## config.mk

```make
export PLATFORM = sky130hd
export DESIGN_NAME = fixed_block_pool_allocator_core
export DESIGN_NICKNAME = d
export VERILOG_FILES = /design/src/fbpa_pkg.sv /design/src/fbpa_ram.sv /design/src/fbpa_clr.sv /design/src/fixed_block_pool_allocator_core.sv
export SDC_FILE = /design/constraint.sdc
export NUM_CORES = 1
export LEC_CHECK = 0
export BUFFER_PORTS_ARGS = -buffer_cell sky130_fd_sc_hd__buf_2
export CAP_MARGIN = 20
export CORE_MARGIN = 1
export CORE_UTILIZATION = 57
export CTS_BUF_LIST = sky130_fd_sc_hd__clkbuf_8
export DETAILED_ROUTE_END_ITERATION = 7
export PLACE_DENSITY = 0.81
export SLEW_MARGIN = 20
export SYNTH_ARGS = -nofsm -noshare
export SYNTH_HDL_FRONTEND = slang
export SYNTH_HIERARCHICAL = 1
export SYNTH_SLANG_ARGS = --single-unit
```

## constraint.sdc

```tcl
create_clock -name i_clk -period 14.1 [get_ports i_clk]
set_input_delay 0.705 -clock i_clk [delete_from_list [all_inputs] [get_ports i_clk]]
set_output_delay 0.705 -clock i_clk [all_outputs]
set_load 0.01 [all_outputs]
```

## src/fbpa_pkg.sv

```systemverilog
// ----------------------------------------------------------------------------
// fbpa_pkg: block pool allocator shared definitions
// command, status and register index codes, register reset values
// ----------------------------------------------------------------------------
package fbpa_pkg;

    typedef logic [1:0] t_cmd;
    typedef logic [1:0] t_status;
    typedef logic       t_cfg_idx;

    localparam t_cmd CMD_REQUEST = 2'd0;
    localparam t_cmd CMD_RELEASE = 2'd1;
    localparam t_cmd CMD_QUERY   = 2'd2;

    localparam t_status ST_OK        = 2'd0;
    localparam t_status ST_REFUSED   = 2'd1;
    localparam t_status ST_NOT_OWNER = 2'd2;

    localparam t_cfg_idx CFG_RESERVE_BLOCKS   = 1'b0;
    localparam t_cfg_idx CFG_RESERVE_ID_LIMIT = 1'b1;

    localparam int RESERVE_BLOCKS_RST   = 2;
    localparam int RESERVE_ID_LIMIT_RST = 10;

endpackage

```

## src/fbpa_ram.sv

```systemverilog
// ----------------------------------------------------------------------------
// fbpa_ram: generic single-port-write ram
// one write port, one read port, registered read data
// ----------------------------------------------------------------------------
module fbpa_ram #(
    parameter int WIDTH = 8,
    parameter int DEPTH = 64
) (
    input  logic                     i_clk,
    input  logic                     i_we,
    input  logic [$clog2(DEPTH)-1:0] i_waddr,
    input  logic [WIDTH-1:0]         i_wdata,
    input  logic [$clog2(DEPTH)-1:0] i_raddr,
    output logic [WIDTH-1:0]         o_rdata
);

    logic [WIDTH-1:0] r_mem [DEPTH];
    logic [WIDTH-1:0] r_rdata;

    always_ff @(posedge i_clk) begin
        if (i_we) begin
            r_mem[i_waddr] <= i_wdata;
        end
        r_rdata <= r_mem[i_raddr];
    end

    assign o_rdata = r_rdata;

endmodule

```

## src/fbpa_clr.sv

```systemverilog
// ----------------------------------------------------------------------------
// fbpa_clr: post-reset initialization sequencer
// walks every pool entry once, one per cycle, then goes quiet
// ----------------------------------------------------------------------------
module fbpa_clr #(
    parameter int DEPTH = 64
) (
    input  logic                     i_clk,
    input  logic                     i_rst_n,
    output logic                     o_busy,
    output logic [$clog2(DEPTH)-1:0] o_idx
);

    localparam int AW = $clog2(DEPTH);

    logic          r_busy;
    logic [AW-1:0] r_idx;

    always_ff @(posedge i_clk) begin
        if (!i_rst_n) begin
            r_busy <= 1'b1;
            r_idx  <= '0;
        end else if (r_busy) begin
            r_idx <= r_idx + AW'(1);
            if (r_idx == AW'(DEPTH - 1)) begin
                r_busy <= 1'b0;
            end
        end
    end

    assign o_busy = r_busy;
    assign o_idx  = r_idx;

endmodule

```

## src/fixed_block_pool_allocator_core.sv

```systemverilog
// ----------------------------------------------------------------------------
// fixed_block_pool_allocator_core: fixed-size block pool allocator
// lifo free stack with per-block owner tags, reserve rule and ownership check
// ----------------------------------------------------------------------------
// Takes one item per clock while o_stall is low and returns one result item for
// each. The item passes through the input register (execute stage) into the
// output register, where its result is presented; a stalled output side holds
// it in the input register. Each item reads the free stack and the owner table
// once (one ram read port each, registered read) and writes at most one entry
// of each; the next item's reads are issued from the updated stack pointer with
// write-to-read forwarding, so items can follow back to back. After reset a
// clearing pass fills the free stack with every block index and clears the
// owner table; o_stall stays high while it runs. Configuration writes are taken
// at any time and must only be issued while no item is in flight.
// ----------------------------------------------------------------------------
module fixed_block_pool_allocator_core
    import fbpa_pkg::*;
#(
    parameter int POOL_BLOCKS = 64,
    parameter int ID_BITS     = 4
) (
    input  logic                               i_clk,
    input  logic                               i_rst_n,
    // item input channel
    input  logic                               i_valid,
    output logic                               o_stall,
    input  t_cmd                               i_cmd,
    input  logic [ID_BITS-1:0]                 i_requester_id,
    input  logic [$clog2(POOL_BLOCKS)-1:0]     i_block_index,
    // result channel
    output logic                               o_valid,
    input  logic                               i_stall,
    output t_status                            o_status,
    output logic [$clog2(POOL_BLOCKS)-1:0]     o_granted_block,
    output logic [$clog2(POOL_BLOCKS+1)-1:0]   o_free_count,
    // configuration write channel
    input  logic                               i_cfg_valid,
    output logic                               o_cfg_ready,
    input  t_cfg_idx                           i_cfg_index,
    input  logic [(($clog2(POOL_BLOCKS+1) > ID_BITS) ?
                   $clog2(POOL_BLOCKS+1) : ID_BITS)-1:0] i_cfg_data
);

    localparam int BW = $clog2(POOL_BLOCKS);      // block index width
    localparam int CW = $clog2(POOL_BLOCKS + 1);  // free count width
    localparam int OW = ID_BITS + 1;              // owner word: {in_use, tag}

    // configuration registers
    logic [CW-1:0]      r_res_blocks;
    logic [ID_BITS-1:0] r_res_limit;

    // stack pointer: number of free blocks
    logic [CW-1:0] r_top;
    logic [CW-1:0] n_top;
    logic [CW-1:0] top_m1;

    // input register (execute stage)
    logic               r_in_valid;
    t_cmd               r_cmd;
    logic [ID_BITS-1:0] r_id;
    logic [BW-1:0]      r_blk;

    // output register
    logic          r_out_valid;
    t_status       r_status;
    logic [BW-1:0] r_granted;
    logic [CW-1:0] r_free;

    // handshake
    logic accept;
    logic fire;

    // clearing pass
    logic          clr_busy;
    logic [BW-1:0] clr_idx;

    // ram ports
    logic          stk_we;
    logic [BW-1:0] stk_waddr;
    logic [BW-1:0] stk_wdata;
    logic [BW-1:0] stk_raddr;
    logic [BW-1:0] stk_rdata;
    logic          own_we;
    logic [BW-1:0] own_waddr;
    logic [OW-1:0] own_wdata;
    logic [BW-1:0] own_raddr;
    logic [OW-1:0] own_rdata;

    // forwarding of a write that hit the address read in the same cycle
    logic          r_stk_hit;
    logic [BW-1:0] r_stk_fwd;
    logic          r_own_hit;
    logic [OW-1:0] r_own_fwd;

    // execute stage results
    logic          x_stk_we;
    logic          x_own_we;
    logic [OW-1:0] x_own_wdata;
    logic [BW-1:0] x_own_waddr;
    t_status       x_status;
    logic [BW-1:0] x_granted;
    logic [CW-1:0] x_top;
    logic [BW-1:0] stk_top_blk;
    logic [OW-1:0] own_word;
    logic          pool_empty;
    logic          reserve_held;
    logic          release_bad;

    // ------------------------------------------------------------------------
    // clearing pass after reset
    // ------------------------------------------------------------------------
    fbpa_clr #(
        .DEPTH (POOL_BLOCKS)
    ) u_clr (
        .i_clk   (i_clk),
        .i_rst_n (i_rst_n),
        .o_busy  (clr_busy),
        .o_idx   (clr_idx)
    );

    // ------------------------------------------------------------------------
    // handshake: the input register drains into the output register whenever
    // the output register is empty or being taken this cycle
    // ------------------------------------------------------------------------
    assign fire    = r_in_valid && (!r_out_valid || !i_stall);
    assign o_stall = clr_busy || (r_in_valid && r_out_valid && i_stall);
    assign accept  = i_valid && !o_stall;

    assign o_cfg_ready = 1'b1;

    // ------------------------------------------------------------------------
    // execute: decide on the item in the input register
    // ------------------------------------------------------------------------
    // read data with same-cycle write forwarding
    assign stk_top_blk = r_stk_hit ? r_stk_fwd : stk_rdata;
    assign own_word    = r_own_hit ? r_own_fwd : own_rdata;

    // reserve rule: at or below the reserve, low ids are turned away
    assign pool_empty   = (r_top == '0);
    assign reserve_held = (r_top <= r_res_blocks) && (r_id < r_res_limit);

    // release is rejected for an index outside the pool, a free block, a
    // foreign owner, or a stack that is already full
    assign release_bad = ({1'b0, r_blk} >= (BW + 1)'(POOL_BLOCKS))
                      || !own_word[OW-1]
                      || (own_word[ID_BITS-1:0] != r_id)
                      || (r_top >= CW'(POOL_BLOCKS));

    always_comb begin
        x_stk_we    = 1'b0;
        x_own_we    = 1'b0;
        x_own_waddr = r_blk;
        x_own_wdata = '0;
        x_status    = ST_OK;
        x_granted   = '0;
        x_top       = r_top;
        unique case (r_cmd)
            CMD_REQUEST: begin
                if (pool_empty || reserve_held) begin
                    x_status = ST_REFUSED;
                end else begin
                    // pop the top block and tag it
                    x_top       = r_top - CW'(1);
                    x_granted   = stk_top_blk;
                    x_own_we    = 1'b1;
                    x_own_waddr = stk_top_blk;
                    x_own_wdata = {1'b1, r_id};
                end
            end
            CMD_RELEASE: begin
                if (release_bad) begin
                    x_status = ST_NOT_OWNER;
                end else begin
                    // push the block back and clear its tag
                    x_top    = r_top + CW'(1);
                    x_stk_we = 1'b1;
                    x_own_we = 1'b1;
                end
            end
            CMD_QUERY: begin
                x_status = ST_OK;
            end
            default: begin
                // unused code behaves as a query
                x_status = ST_OK;
            end
        endcase
    end

    assign n_top = fire ? x_top : r_top;

    // ------------------------------------------------------------------------
    // ram port muxing: clearing pass, otherwise the executing item
    // ------------------------------------------------------------------------
    assign stk_we    = clr_busy || (fire && x_stk_we);
    assign stk_waddr = clr_busy ? clr_idx : r_top[BW-1:0];
    assign stk_wdata = clr_busy ? clr_idx : r_blk;

    assign own_we    = clr_busy || (fire && x_own_we);
    assign own_waddr = clr_busy ? clr_idx : x_own_waddr;
    assign own_wdata = clr_busy ? '0 : x_own_wdata;

    // next item reads the entry just below the updated stack pointer
    assign top_m1    = n_top - CW'(1);
    assign stk_raddr = top_m1[BW-1:0];
    assign own_raddr = accept ? i_block_index : r_blk;

    fbpa_ram #(
        .WIDTH (BW),
        .DEPTH (POOL_BLOCKS)
    ) u_stack_ram (
        .i_clk   (i_clk),
        .i_we    (stk_we),
        .i_waddr (stk_waddr),
        .i_wdata (stk_wdata),
        .i_raddr (stk_raddr),
        .o_rdata (stk_rdata)
    );

    fbpa_ram #(
        .WIDTH (OW),
        .DEPTH (POOL_BLOCKS)
    ) u_owner_ram (
        .i_clk   (i_clk),
        .i_we    (own_we),
        .i_waddr (own_waddr),
        .i_wdata (own_wdata),
        .i_raddr (own_raddr),
        .o_rdata (own_rdata)
    );

    // forwarding registers
    always_ff @(posedge i_clk) begin
        if (!i_rst_n) begin
            r_stk_hit <= 1'b0;
            r_own_hit <= 1'b0;
        end else begin
            r_stk_hit <= stk_we && (stk_waddr == stk_raddr);
            r_own_hit <= own_we && (own_waddr == own_raddr);
        end
    end

    always_ff @(posedge i_clk) begin
        r_stk_fwd <= stk_wdata;
        r_own_fwd <= own_wdata;
    end

    // ------------------------------------------------------------------------
    // control registers
    // ------------------------------------------------------------------------
    always_ff @(posedge i_clk) begin
        if (!i_rst_n) begin
            r_top        <= CW'(POOL_BLOCKS);
            r_in_valid   <= 1'b0;
            r_out_valid  <= 1'b0;
            r_res_blocks <= CW'(RESERVE_BLOCKS_RST);
            r_res_limit  <= ID_BITS'(RESERVE_ID_LIMIT_RST);
        end else begin
            r_top <= n_top;
            if (accept) begin
                r_in_valid <= 1'b1;
            end else if (fire) begin
                r_in_valid <= 1'b0;
            end
            if (fire) begin
                r_out_valid <= 1'b1;
            end else if (!i_stall) begin
                r_out_valid <= 1'b0;
            end
            if (i_cfg_valid && o_cfg_ready) begin
                unique case (i_cfg_index)
                    CFG_RESERVE_BLOCKS:   r_res_blocks <= i_cfg_data[CW-1:0];
                    CFG_RESERVE_ID_LIMIT: r_res_limit  <= i_cfg_data[ID_BITS-1:0];
                    default: begin
                        r_res_blocks <= r_res_blocks;
                    end
                endcase
            end
        end
    end

    // payload registers
    always_ff @(posedge i_clk) begin
        if (accept) begin
            r_cmd <= i_cmd;
            r_id  <= i_requester_id;
            r_blk <= i_block_index;
        end
        if (fire) begin
            r_status  <= x_status;
            r_granted <= x_granted;
            r_free    <= x_top;
        end
    end

    assign o_valid         = r_out_valid;
    assign o_status        = r_status;
    assign o_granted_block = r_granted;
    assign o_free_count    = r_free;

`ifndef SYNTHESIS
    // free count never exceeds the pool
    a_top_range: assert property (@(posedge i_clk) disable iff (!i_rst_n)
        r_top <= CW'(POOL_BLOCKS))
        else $error("free count above pool size");

    // nothing enters the execute stage while the pool is being initialized
    a_clr_idle: assert property (@(posedge i_clk) disable iff (!i_rst_n)
        clr_busy |-> !r_in_valid)
        else $error("item in flight during clearing pass");

    // a granted request takes exactly one block off the stack
    a_grant_pop: assert property (@(posedge i_clk) disable iff (!i_rst_n)
        (fire && (r_cmd == CMD_REQUEST) && (x_status == ST_OK))
        |=> (r_top == $past(r_top) - CW'(1)))
        else $error("grant did not pop one block");

    // a refused or rejected item leaves the stack pointer alone
    a_reject_hold: assert property (@(posedge i_clk) disable iff (!i_rst_n)
        (fire && (x_status != ST_OK)) |=> (r_top == $past(r_top)))
        else $error("rejected item changed free count");

    // the reported free count matches the stack pointer right after execute
    a_free_match: assert property (@(posedge i_clk) disable iff (!i_rst_n)
        fire |=> (o_free_count == r_top))
        else $error("reported free count differs from stack pointer");
`endif

endmodule
```

==> Implementation_results.wiki <==
{| class="wikitable"
! Metric !! Value
|-
| Outcome || complete, no violations
|-
| Count of hold-fix buffers inserted at cts || 0
|-
| Count of pins over their slew limit || 0
|-
| Max rail drop VDD || around 0.00011 V
|-
| Post-Synthesis Net Count || 1,780
|-
| Worst R2R Setup Slack || around 8.6 ns
|-
| Worst endpoint required time || 14.76 ns
|-
| Area occupied by registers || ~0.023 sq mm
|-
| Cell area after placement || 0.0327 sq mm
|-
| Shortest period the worst path allows || about 5.5 ns
|-
| Initial Utilization || 57.8%
|-
| Count of buffers added by post-CTS timing repair for setup || 0
|-
| Total Negative Setup Slacks || 0 ns
|-
| Ys async rst share || 0%
|-
| Count of flip-flops with a built-in enable after synthesis || 725
|-
| Max-slew headroom || a little over a quarter
|-
| Sequential-to-total area share from yosys stat || a little under three quarters
|-
| Slew at the pin with the worst max-slew slack || around 1.1 ns
|-
| Peak clock frequency supported by timing || 181 MHz
|-
| Layout Nets || between 1.5k and 2k
|-
| Remaining antenna violation count || 0
|-
| Number of iterations in the first detailed-routing pass || 6
|-
| Boundary pin count || 43
|-
| Combined area of all synthesized cells || between 0.03 and 0.04 sq mm
|-
| Pwr Total || approximately 4.3 mW
|-
| Pin count of the biggest net entering global routing || 83
|-
| Overflow after GRT || 0
|-
| Fillcell total || ~3.7k
|-
| Reg clk slew, reported paths || 0.07 ns
|-
| Setup repair after global routing missed its margin || false
|-
| Worst clock skew on the final layout || between 0.03 and 0.04 ns
|-
| Most frequently used flop master after synthesis || sky130_fd_sc_hd__edfxtp_1
|-
| Library cell used as clock root buffer || sky130_fd_sc_hd__clkbuf_8
|-
| Top cells by area in the synthesized netlist || sky130_fd_sc_hd__edfxtp_1 68%, sky130_fd_sc_hd__mux4_2 11%, sky130_fd_sc_hd__dfxtp_1 3.6%
|-
| Number of buffer cells added on primary ports || approximately 40
|-
| Average instance area after synthesis || 18.3 sq um
|-
| Leading cell type in the layout, fill and taps excluded || sky130_fd_sc_hd__edfxtp_1
|-
| Count of distinct cell types in the synthesized netlist || 88
|-
| Category of the worst setup path capture point || flop
|-
| Post-route cell area || around 0.035 sq mm
|-
| DIE AREA || between 0.05 and 0.06 sq mm
|-
| Share of cells above drive strength 1 || between 20 and 25%
|-
| Top library cells by usage in the layout, fill and taps aside || 725 x sky130_fd_sc_hd__edfxtp_1, 154 x sky130_fd_sc_hd__nor2_1, 153 x sky130_fd_sc_hd__mux4_2
|-
| ANT cells || 0
|-
| Worst Hold Slack || 0.162 ns
|-
| Number of global-route vias before repair || roughly 17k
|-
| Worst-Skew Late Latency || about 0.73 ns
|-
| TritonCTS clock tree || built
|-
| Arrival time of data at the critical path endpoint || approximately 6 ns
|-
| Cell count after placement || ~2.5k
|-
| Power Density || between 100 and 150 mW/mm^2
|-
| Crit path kind || flop to flop
|-
| Area of the multi-input gates || approximately 0.0084 sq mm
|-
| Detailed-route via count || about 17k
|-
| Number of rows in the core area || between 80 and 90
|-
| Number of DRC markers in iteration 0 || between 2k and 2.5k
|-
| Maximum fanout along the worst path || 51
|-
| Floorplan core area || 0.0551 sq mm
|-
| Startpoint kind of the worst setup timing path || flop
|-
| Number of buffers added by the clock tree synthesis step || between 100 and 150
|-
| Sum of net half-perimeters after detailed placement || between 40,000 and 50,000 microns
|-
| Routed WL || around 67,000 microns
|-
| Number of max-cap violations || 0
|-
| Final critical-path share of the clock period || 39.1%
|-
| CTS H-tree lvls || 3
|-
| Final std cells w/o fill || 2,680
|-
| Final setup vio count || 0
|-
| Post-synth top area share || between 60% and 70%
|-
| Post-CTS resize count || 0
|-
| Residual DRC || 0
|-
| DIE HEIGHT || 238 microns
|-
| Post-synthesis cell count || approximately 1.7k
|-
| Wire length of the first global-routing pass || 101,000 microns
|-
| Final Hold Violating Endpoints || 0
|-
| Area growth syn-to-layout || 9.39%
|-
| Routed via count divided by cell count || around 6.3
|-
| Total number of clock tree sinks || approximately 780
|-
| Buffers from clock root to sink, at most || 3
|-
| Worst hold path type || input port to flop
|-
| RePlAce Congestion || roughly 0.94
|-
| Routed wire length per instance || between 20 and 30 microns
|-
| Static Leakage || between 10 and 15 nW
|-
| Cell accounting for the most synthesized area || sky130_fd_sc_hd__edfxtp_1
|-
| Antenna violations before repair || 0
|-
| Die X-Extent || ~240 microns
|-
| Number of synthesized register bits || around 780
|-
| Total routing usage reported by global routing || between 20% and 30%
|-
| YS warnings || 6
|}
-- stage by stage --
stage	setup slack [ns]	utilization (%)
CTS	8.65	63.2
global route	8.29	63.2
global placement	8.75	59.4
finish	8.59	63.2
detailed placement	8.64	59.4
floorplan	8.96	-
-- kinds of logic (layout without fill, tap and decap cells) --
logic type	count (synthesis)	after routing	share of synthesized area [%]
mux	232	232	14.4
compound gates	173	173	3.91
buf+inv	119	310	2.15
xor+xnor	33	33	1.07
fa+ha+maj	14	14	0.550
flops	782	782	72.0
simple gates	387	387	5.90
other cells	1	1	0.0118
-- state kept, by name, indices dropped and copies added, names as in the netlist, 5 cells and up --
signal	cells
r_res_blocks	7
r_blk	6
r_stk_fwd	6
o_free_count	7
u_owner_ram/o_rdata	5
u_clr/o_idx	6
o_granted_block	6
r_top	7
u_stack_ram/o_rdata	6
r_own_fwd	5
u_owner_ram/r_mem	320
u_stack_ram/r_mem	384
-- final timing paths --
check                                                   from                             end  cells past startpoint
worst max-delay path                     r_top[2]$_SDFF_PN0_  u_stack_ram/o_rdata[3]$_DFF_P_                     14
worst min-delay path                       i_requester_id[3]               r_id[3]$_DFFE_PP_                      1
worst max register to register           r_top[2]$_SDFF_PN0_  u_stack_ram/o_rdata[3]$_DFF_P_                     14
worst min register to register  r_res_blocks[6]$_SDFFE_PN0P_    r_res_blocks[6]$_SDFFE_PN0P_                      2
-- worst max-delay path, cell delays in order (launching register included) --
cell	delay, ns
sky130_fd_sc_hd__dfxtp_1	0.45
sky130_fd_sc_hd__ha_1	0.39
sky130_fd_sc_hd__a21oi_1	0.08
sky130_fd_sc_hd__a21o_1	0.21
sky130_fd_sc_hd__a2111oi_1	0.85
sky130_fd_sc_hd__nor3_1	0.18
sky130_fd_sc_hd__nor4_2	0.38
sky130_fd_sc_hd__ha_1	0.31
sky130_fd_sc_hd__clkinv_2	0.51
sky130_fd_sc_hd__buf_4	0.72
sky130_fd_sc_hd__mux4_2	0.37
sky130_fd_sc_hd__o22a_1	0.17
sky130_fd_sc_hd__o221ai_1	0.11
sky130_fd_sc_hd__nor3_1	0.46
sky130_fd_sc_hd__o22a_1	0.19
-- cell type report --
class                   count  area share (%)
well taps                 748            2.69
repair buffers             66            1.16
clock inverters            96            1.32
flip-flops and latches    782            65.8
inverters                  30           0.327
clock buffers             118            4.66
multi-input cells         840            24.0
-- metal layers --
metal / global-route usage (%) / vias to the layer above / share of wire, %
li1: - / 7228 / -
met1: 32.9 / 8544 / 39
met2: 38.0 / 1010 / 49
met3: 5.40 / 162 / 9.0
met4: 8.90 / 2 / 3.4
met5: 0.693 / - / 0.077
-- where the power goes --
part / switching [mW] / internal [mW] / total [mW]
Sequential: 0.00778 / 2.53 / 2.54
Clock: 0.849 / 0.802 / 1.65
Combinational: 0.103 / 0.0511 / 0.155
-- synthesized netlist by cell type, types with 8 or more instances --
cell type                  instances
sky130_fd_sc_hd__mux2i_1          35
sky130_fd_sc_hd__buf_6            13
sky130_fd_sc_hd__ha_1             14
sky130_fd_sc_hd__buf_4             8
sky130_fd_sc_hd__buf_2            18
sky130_fd_sc_hd__mux4_2          153
sky130_fd_sc_hd__edfxtp_1        725
sky130_fd_sc_hd__o22ai_1          26
sky130_fd_sc_hd__nand2b_1         11
sky130_fd_sc_hd__mux2_2           24
sky130_fd_sc_hd__o21ai_0          25
sky130_fd_sc_hd__inv_1            30
sky130_fd_sc_hd__mux4_1           20
sky130_fd_sc_hd__a21boi_0          9
sky130_fd_sc_hd__nand3_1          32
sky130_fd_sc_hd__nor2_1          155
sky130_fd_sc_hd__a21oi_1          23
sky130_fd_sc_hd__o221ai_1         18
sky130_fd_sc_hd__nor2b_1          22
sky130_fd_sc_hd__or3_1             9
sky130_fd_sc_hd__nand2_1          73
sky130_fd_sc_hd__nor3_1           20
sky130_fd_sc_hd__dfxtp_1          57
sky130_fd_sc_hd__clkbuf_1         39
sky130_fd_sc_hd__a31oi_1           8
sky130_fd_sc_hd__xnor2_1          26
sky130_fd_sc_hd__and2_1           12
Power figures use the tool's default switching activity.
